==> config.mk <==
export PLATFORM = sky130hd
export DESIGN_NAME = interval_room_allocation_lowest_free_core
export DESIGN_NICKNAME = d
export VERILOG_FILES = /design/src/hdl/iral_pkg.sv /design/src/hdl/iral_ctrl.sv /design/src/hdl/iral_dp.sv /design/src/hdl/interval_room_allocation_lowest_free_core.sv
export SDC_FILE = /design/constraint.sdc
export NUM_CORES = 2
export LEC_CHECK = 0
export BUFFER_PORTS_ARGS = -buffer_cell sky130_fd_sc_hd__buf_2
export CORE_AREA = 2 2 1084 546
export CTS_BUF_LIST = sky130_fd_sc_hd__clkbuf_4 sky130_fd_sc_hd__clkbuf_8 sky130_fd_sc_hd__clkbuf_16
export CTS_CLUSTER_DIAMETER = 100
export DETAILED_ROUTE_END_ITERATION = 16
export DIE_AREA = 0 0 1086 548
export PLACE_DENSITY_LB_ADDON = 0.05
export SYNTH_ARGS = -nofsm -noshare
export SYNTH_HDL_FRONTEND = slang
export SYNTH_HIERARCHICAL = 1
export SYNTH_MEMORY_MAX_BITS = 65536
export SYNTH_SLANG_ARGS = --single-unit
==> constraint.sdc <==
create_clock -name i_clk -period 9.1 [get_ports i_clk]
set_clock_uncertainty 0.05 [all_clocks]
set_input_delay 0.455 -clock i_clk [delete_from_list [all_inputs] [get_ports i_clk]]
set_output_delay 0.455 -clock i_clk [all_outputs]
set_load 0.01 [all_outputs]
==> src/hdl/iral_pkg.sv <==
// Shared types, constants and helpers for the interval room allocator.
// No dependencies; imported by iral_ctrl, iral_dp and the top level.
`timescale 1ns / 1ps
package iral_pkg;

    localparam int C_MAX_CUSTOMERS = 64;
    localparam int C_DEPTH         = 64;
    localparam int C_IDX_W         = 6;
    localparam int C_CNT_W         = 7;
    localparam int C_TIME_W        = 30;

    typedef enum logic [2:0] {
        S_LOAD,
        S_PICK,
        S_REL,
        S_ASSIGN,
        S_ORD,
        S_OLD
    } t_state;

    typedef struct packed {
        logic idx_clr;
        logic pick_en;
        logic rel_en;
        logic assign_en;
        logic out_load;
        logic set_clear;
    } t_cmd;

    typedef struct packed {
        logic in_acc;
        logic in_last;
        logic scan_done;
        logic step_last;
        logic out_free;
        logic out_last;
    } t_status;

    // Lowest set bit of the free-room mask.
    function automatic logic [C_IDX_W-1:0] lowest_set(input logic [C_DEPTH-1:0] m);
        logic [C_IDX_W-1:0] b;
        b = '0;
        for (int i = C_DEPTH - 1; i >= 0; i--) begin
            if (m[i]) b = C_IDX_W'(i);
        end
        return b;
    endfunction

endpackage

==> src/hdl/iral_ctrl.sv <==
// Sequencer for the interval room allocator: load, pick, release, assign, report.
// Depends on iral_pkg.
`timescale 1ns / 1ps
module iral_ctrl (
    input  logic             i_clk,
    input  logic             i_rst_n,
    input  iral_pkg::t_status i_sts,
    output iral_pkg::t_cmd   o_cmd,
    output logic             o_loading
);
    import iral_pkg::*;

    t_state r_state, n_state;

    always_ff @(posedge i_clk) begin
        if (!i_rst_n) r_state <= S_LOAD;
        else          r_state <= n_state;
    end

    always_comb begin
        n_state   = r_state;
        o_cmd     = '0;
        o_loading = 1'b0;
        case (r_state)
            S_LOAD: begin
                o_loading = 1'b1;
                if (i_sts.in_acc && i_sts.in_last) begin
                    o_cmd.idx_clr = 1'b1;
                    n_state       = S_PICK;
                end
            end
            S_PICK: begin
                o_cmd.pick_en = 1'b1;
                if (i_sts.scan_done) begin
                    o_cmd.idx_clr = 1'b1;
                    n_state       = S_REL;
                end
            end
            S_REL: begin
                o_cmd.rel_en = 1'b1;
                if (i_sts.scan_done) n_state = S_ASSIGN;
            end
            S_ASSIGN: begin
                o_cmd.assign_en = 1'b1;
                o_cmd.idx_clr   = 1'b1;
                n_state         = i_sts.step_last ? S_ORD : S_PICK;
            end
            S_ORD: n_state = S_OLD;
            S_OLD: begin
                if (i_sts.out_free) begin
                    o_cmd.out_load = 1'b1;
                    if (i_sts.out_last) begin
                        o_cmd.set_clear = 1'b1;
                        n_state         = S_LOAD;
                    end else begin
                        n_state = S_ORD;
                    end
                end
            end
            default: n_state = S_LOAD;
        endcase
    end

endmodule

==> src/hdl/iral_dp.sv <==
// Datapath for the interval room allocator: interval stores, scan unit, room masks,
// output register. Depends on iral_pkg; driven by iral_ctrl commands.
`timescale 1ns / 1ps
module iral_dp #(
    parameter int MAX_CUSTOMERS = iral_pkg::C_MAX_CUSTOMERS
) (
    input  logic                           i_clk,
    input  logic                           i_rst_n,
    input  iral_pkg::t_cmd                 i_cmd,
    input  logic                           i_in_acc,
    input  logic [iral_pkg::C_TIME_W-1:0]  i_arrival_time,
    input  logic [iral_pkg::C_TIME_W-1:0]  i_departure_time,
    input  logic                           i_out_stall,
    output logic                           o_scan_done,
    output logic                           o_step_last,
    output logic                           o_out_free,
    output logic                           o_out_last,
    output logic                           o_valid,
    output logic [iral_pkg::C_IDX_W-1:0]   o_customer_index,
    output logic [iral_pkg::C_CNT_W-1:0]   o_room_number,
    output logic [iral_pkg::C_CNT_W-1:0]   o_rooms_used,
    output logic                           o_overflow,
    output logic                           o_last_result
);
    import iral_pkg::*;

    logic [C_TIME_W-1:0] arr_mem  [C_DEPTH];
    logic [C_TIME_W-1:0] dep_mem  [C_DEPTH];
    logic [C_IDX_W-1:0]  room_mem [C_DEPTH];

    logic [C_TIME_W-1:0] r_arr_q, r_dep_q, r_min;
    logic [C_IDX_W-1:0]  r_room_q, r_pick, r_max, r_rd_idx;
    logic [C_CNT_W-1:0]  r_idx, r_count, r_step;
    logic                r_rd_vld, r_found, r_ovf, r_ovalid;
    logic [C_DEPTH-1:0]  r_placed, r_released, r_free;
    logic [C_IDX_W-1:0]  w_room;
    logic                w_scan;

    assign w_scan      = i_cmd.pick_en || i_cmd.rel_en;
    assign w_room      = lowest_set(r_free);
    assign o_scan_done = (r_idx == r_count) && !r_rd_vld;
    assign o_step_last = (r_step + 1'b1) == r_count;
    assign o_out_free  = !r_ovalid || !i_out_stall;
    assign o_out_last  = (r_idx + 1'b1) == r_count;
    assign o_valid     = r_ovalid;

    // Stores: one write port, one registered read at the scan address.
    always_ff @(posedge i_clk) begin
        if (i_in_acc && r_count < C_CNT_W'(MAX_CUSTOMERS)) begin
            arr_mem[r_count[C_IDX_W-1:0]] <= i_arrival_time;
            dep_mem[r_count[C_IDX_W-1:0]] <= i_departure_time;
        end
        if (i_cmd.assign_en) room_mem[r_pick] <= w_room;
        r_arr_q  <= arr_mem[r_idx[C_IDX_W-1:0]];
        r_dep_q  <= dep_mem[r_idx[C_IDX_W-1:0]];
        r_room_q <= room_mem[r_idx[C_IDX_W-1:0]];
    end

    always_ff @(posedge i_clk) begin
        if (!i_rst_n) begin
            r_idx      <= '0;
            r_count    <= '0;
            r_step     <= '0;
            r_rd_vld   <= 1'b0;
            r_found    <= 1'b0;
            r_ovf      <= 1'b0;
            r_ovalid   <= 1'b0;
            r_placed   <= '0;
            r_released <= '0;
            r_free     <= '1;
            r_max      <= '0;
        end else begin
            if (i_in_acc) begin
                if (r_count < C_CNT_W'(MAX_CUSTOMERS)) r_count <= r_count + 1'b1;
                else                                   r_ovf   <= 1'b1;
            end
            // Scan: issue one address a cycle, consume the registered data in the next cycle.
            if (w_scan && r_idx != r_count) begin
                r_idx    <= r_idx + 1'b1;
                r_rd_vld <= 1'b1;
                r_rd_idx <= r_idx[C_IDX_W-1:0];
            end else begin
                r_rd_vld <= 1'b0;
            end
            if (i_cmd.pick_en && r_rd_vld && !r_placed[r_rd_idx]
                && (!r_found || r_arr_q < r_min)) begin
                r_found <= 1'b1;
                r_pick  <= r_rd_idx;
                r_min   <= r_arr_q;
            end
            if (i_cmd.rel_en && r_rd_vld && r_placed[r_rd_idx]
                && !r_released[r_rd_idx] && r_dep_q < r_min) begin
                r_released[r_rd_idx] <= 1'b1;
                r_free[r_room_q]     <= 1'b1;
            end
            if (i_cmd.assign_en) begin
                r_free[w_room]   <= 1'b0;
                r_placed[r_pick] <= 1'b1;
                r_step           <= r_step + 1'b1;
                if (w_room > r_max) r_max <= w_room;
            end
            if (i_cmd.idx_clr) begin
                r_idx    <= '0;
                r_rd_vld <= 1'b0;
                r_found  <= 1'b0;
            end
            if (i_cmd.out_load) begin
                r_ovalid         <= 1'b1;
                o_customer_index <= r_idx[C_IDX_W-1:0];
                o_room_number    <= {1'b0, r_room_q} + 1'b1;
                o_rooms_used     <= {1'b0, r_max} + 1'b1;
                o_overflow       <= r_ovf;
                o_last_result    <= o_out_last;
                r_idx            <= r_idx + 1'b1;
            end else if (!i_out_stall) begin
                r_ovalid <= 1'b0;
            end
            if (i_cmd.set_clear) begin
                r_count    <= '0;
                r_step     <= '0;
                r_ovf      <= 1'b0;
                r_placed   <= '0;
                r_released <= '0;
                r_free     <= '1;
                r_max      <= '0;
            end
        end
    end

endmodule

==> src/hdl/interval_room_allocation_lowest_free_core.sv <==
// Top level of the interval room allocator (greedy interval partitioning).
// Depends on iral_pkg, iral_ctrl and iral_dp.
//
//  channel | direction | handshake          | payload
//  --------+-----------+--------------------+-----------------------------------------
//  input   | in        | i_valid / o_stall  | arrival_time, departure_time, last_customer
//  result  | out       | o_valid / i_stall  | customer_index, room_number, rooms_used,
//          |           |                    | overflow, last_result
//
// Flow: loading takes one transaction per cycle. After the last one, each of the
//   n customers costs two scans of the stores (one read port) plus the S_ASSIGN
//   state; results then leave one at a time through the S_ORD and S_OLD states.
// Reset: synchronous, active low; clears the masks, counters and output valid.
// Stalls: o_stall is high from the last input until the final result is loaded;
//   i_stall holds the output register and the sequencer waits on it.
`timescale 1ns / 1ps
module interval_room_allocation_lowest_free_core #(
    parameter int MAX_CUSTOMERS = iral_pkg::C_MAX_CUSTOMERS
) (
    input  logic                          i_clk,
    input  logic                          i_rst_n,
    input  logic                          i_valid,
    output logic                          o_stall,
    input  logic [iral_pkg::C_TIME_W-1:0] i_arrival_time,
    input  logic [iral_pkg::C_TIME_W-1:0] i_departure_time,
    input  logic                          i_last_customer,
    output logic                          o_valid,
    input  logic                          i_stall,
    output logic [iral_pkg::C_IDX_W-1:0]  o_customer_index,
    output logic [iral_pkg::C_CNT_W-1:0]  o_room_number,
    output logic [iral_pkg::C_CNT_W-1:0]  o_rooms_used,
    output logic                          o_overflow,
    output logic                          o_last_result
);
    import iral_pkg::*;

    t_cmd    w_cmd;
    t_status w_sts;
    logic    w_loading;
    logic    w_in_acc;
    logic    w_scan_done;
    logic    w_step_last;
    logic    w_out_free;
    logic    w_out_last;

    // Accept input only while loading.
    assign o_stall  = !w_loading;
    assign w_in_acc = i_valid && w_loading;

    // Gather the status bits for the sequencer in one place.
    assign w_sts = {w_in_acc, i_last_customer, w_scan_done, w_step_last,
                    w_out_free, w_out_last};

    iral_ctrl u_ctrl (
        .i_clk     (i_clk),
        .i_rst_n   (i_rst_n),
        .i_sts     (w_sts),
        .o_cmd     (w_cmd),
        .o_loading (w_loading)
    );

    iral_dp #(
        .MAX_CUSTOMERS (MAX_CUSTOMERS)
    ) u_dp (
        .i_clk            (i_clk),
        .i_rst_n          (i_rst_n),
        .i_cmd            (w_cmd),
        .i_in_acc         (w_in_acc),
        .i_arrival_time   (i_arrival_time),
        .i_departure_time (i_departure_time),
        .i_out_stall      (i_stall),
        .o_scan_done      (w_scan_done),
        .o_step_last      (w_step_last),
        .o_out_free       (w_out_free),
        .o_out_last       (w_out_last),
        .o_valid          (o_valid),
        .o_customer_index (o_customer_index),
        .o_room_number    (o_room_number),
        .o_rooms_used     (o_rooms_used),
        .o_overflow       (o_overflow),
        .o_last_result    (o_last_result)
    );

endmodule
==> results.tsv <==
metric	value	unit
full die area	0.595	sq mm
Place WS	4200	ps
RSZ-0062 raised after global routing	false	
Slew HR	1.62	%
Comb power frac	11.9	%
clock tree buffer depth	5	
Power, Total	49.2	mW
Die Ht	548	microns
Worst Setup Path Type	reg -> reg	
Crit Reg-Reg Endpoint	u_dp/r_dep_q[7]	
Util after Layout	34.6	%
Port Buffers	88	
Warnings, synthesis	6	
FF+latch area	0.135	sq mm
DR pass1 iterations	6	
Placer Congestion	0.811	
vias per cell	5.28	
switching share of power	24.7	%
Hold EP	u_dp/arr_mem[56][11]	
Final WS setup	4290	ps
period utilization	52.8	%
clock latency on the worst-skew pair	1070	ps
flops & latches, synth	4580	
cell area power density	243	mW/mm^2
clock share of power	39.3	%
internal power	37.0	mW
crit path launch type	register	
core footprint	0.585	sq mm
reg-to-reg critical path startpoint	u_dp/r_idx[0]	
share of total power in sequential cells	48.8	%
Post-CTS Hold Buffers	22	
number of synthesized flops with an enable pin	4288	
Netlist Area Pre-Place	0.175	sq mm
Top FF cell, synth	edfxtp_1	
Synth Net Count	7829	
FF-to-FF path depth	5	
NetSw	12.2	mW
# nets final	8263	
cts repair resizes	0	
final hold viol count	0	
Total Neg Setup Slack	0	ps
Fmax	0.208	GHz
minimum clock period after layout	4810	ps
layout cells sized above 1	30.7	%
Layout area overhead	15.4	%
Seq/Total Area, Yosys	76.8	%
via count	86319	
Worst Hold Launch	i_arrival_time[11]	
post-route cell area	0.202	sq mm
maximum fanout along the worst path	37	
Clock Root Buffer	clkbuf_16	
Total GRT Usage	19.7	%
Req. time, crit path	9850	ps
HPWL Detailed	330000	microns
Row Count	199	
Least-Margin Pin Slew	1470	ps
Worst VDD drop	0.000235	V
Cell variety after synth	77	
Final Slew Violations	0	
r2r setup slk	4290	ps
outcome	finished clean	
Hold Path Class	in -> reg	
Leak Pwr	60.0	nW
clock slew at reported path FFs	60	ps
area occupied by multi-input gates	0.0394	sq mm
CTS Buf Count	457	
H-Tree Depth	5	
antenna violations before repair	64	
Post-DP Area	0.187	sq mm
Post-Synthesis Cells	7695	
CTS tree	built	
Starting Density	29.9	%
Avg Inst Size Synth	22.8	sq um
async set-reset flop share out of synthesis	0	%
total congestion overflow	0	
post-CTS setup buffers	0	
first-pass GRT wire length	798000	microns
arrival time worst endpoint	5560	ps
Antenna Nets Post-Route	0	
DR iter-0 viols	10303	
vias in the first global route	85603	
total wire length	595000	microns
# IOs	89	
routed wire length per instance	36.4	microns
CTS sink count	4580	
maxcap violations	0	
# fillers	53962	
chip width	1090	microns
Crit. End Element	register	
hold path cells	2	
largest net degree at the start of global routing	110	
post-route DRC violation count	0	
Setup violations, final	0	
[how the worst max path moves through the flow]
stage | end | start | cells past startpoint
final | u_dp/r_dep_q[7] | u_dp/r_idx[0] | 5
after global routing | u_dp/r_placed[49] | u_dp/r_idx[0] | 10
after CTS | u_dp/r_dep_q[7] | u_dp/r_idx[0] | 5
after detailed placement | u_dp/r_dep_q[7] | u_dp/r_idx[0] | 5
after global placement | u_dp/r_dep_q[7] | u_dp/r_idx[0] | 5
after floorplan | u_dp/r_max[5] | u_dp/r_free[11] | 12
[cells by family (layout without fill, tap and decap cells)]
kind of cell	Yosys count	in the layout	share of synthesized area (%)
adders and majority gates	69	69	0.493
other	0	15	0
and+or+nand+nor	717	717	1.85
xor gates and xnor gates	48	48	0.240
muxes	1425	1425	18.1
DFF	4580	4580	76.8
buffers and inverters	464	1268	1.02
AOI/OAI and AO/OA	392	392	1.49
[worst max-delay path, stage by stage, from the launching register on]
cell and delay, ps:
dfxtp_4 930, buf_4 700, buf_4 770, mux4_2 650
mux4_2 520, mux4_2 720
[metrics by stage]
stage | instances | hold slack (ps)
detailed placement | 15487 | 388
global route | 16343 | 11.5
CTS | 16338 | 1.20
global placement | 15487 | 383
finish | 16353 | 30.7
floorplan | 7695 | 350
[metal layers]
| metal | global-route usage, % | share of wire, % |
|---|---|---|
| met3 | 3.28 | 5.6 |
| met2 | 26.3 | 40 |
| met5 | 0 | 0.019 |
| met4 | 3.00 | 1.4 |
| met1 | 33.4 | 53 |
[power by group through the flow]
stage               combinational [mW]  clock (mW)  sequential (mW)
global route                      6.26        20.7             24.0
finish                            5.85        19.4             24.0
detailed placement                5.97           0             24.4
CTS                               6.00        19.9             24.0
global placement                  5.96           0             24.4
floorplan                         3.80           0             23.9
[cell usage after synthesis, types with 6 or more instances]
master / count / area (sq um)
buf_2: 18 / 90.1
nand3_1: 47 / 235
o21ai_1: 25 / 125
nor3b_1: 9 / 67.6
nand4_1: 14 / 87.6
o31ai_1: 6 / 45.0
nand2b_1: 13 / 81.3
mux4_2: 1391 / 31300
nand2_1: 133 / 499
ha_1: 69 / 863
mux2i_1: 20 / 200
a21o_1: 13 / 97.6
a211oi_1: 8 / 60.1
xnor2_1: 21 / 184
nor2b_1: 19 / 119
a21oi_1: 107 / 536
nor4_1: 19 / 119
o21ai_0: 67 / 335
mux2_2: 9 / 101
nor3_1: 33 / 165
a22oi_1: 12 / 90.1
clkbuf_1: 284 / 1070
and2_1: 13 / 81.3
nor2_1: 362 / 1360
inv_1: 60 / 225
or3b_2: 6 / 52.6
o211ai_1: 7 / 52.6
xor2_1: 27 / 236
nand3b_1: 9 / 67.6
a221oi_1: 10 / 87.6
edfxtp_1: 4288 / 129000
dfxtp_1: 292 / 5850
o2111ai_1: 6 / 52.6
buf_1: 95 / 357
o21a_1: 7 / 52.6
a311oi_1: 64 / 561
and3_1: 14 / 87.6
[cell type report]
type,instances,share of cell area [%]
Sequential cell,4580,66.6
Multi-Input combinational cell,2651,19.5
Clock buffer,605,6.35
Tap cell,7839,4.85
Timing Repair Buffer,379,1.54
Clock inverter,224,1.09
Inverter,60,0.111
Antenna cell,15,0.0186
[layout by cell type (no fill, tap or decap), types with 32 or more instances in the layout]
cell,synthesis,final
clkbuf_4,0,111
nor2_1,362,294
nand2_1,133,133
mux4_2,1391,1391
nand3_1,47,47
dfxtp_1,292,286
nor2_4,0,65
clkinv_2,0,79
inv_1,60,58
ha_1,69,69
clkbuf_16,0,462
bufinv_16,0,42
clkinv_1,0,78
buf_4,5,234
a311oi_1,64,64
clkbuf_8,0,32
o21ai_0,67,67
a21oi_1,107,106
buf_12,0,35
edfxtp_1,4288,4288
buf_2,18,88
[registers in the layout (all words and copies together), names as in the netlist, 7 cells and up]
register            cells
u_dp/r_idx              7
u_dp/arr_mem         1920
u_dp/r_free            64
u_dp/r_released        64
u_dp/r_count            7
u_dp/o_rooms_used       7
u_dp/r_min             30
u_dp/room_mem         384
u_dp/r_step             7
u_dp/dep_mem         1920
u_dp/r_placed          64
u_dp/r_dep_q           30
u_dp/r_arr_q           30
u_dp/o_room_number      7
(Power assumes the default switching activity.)
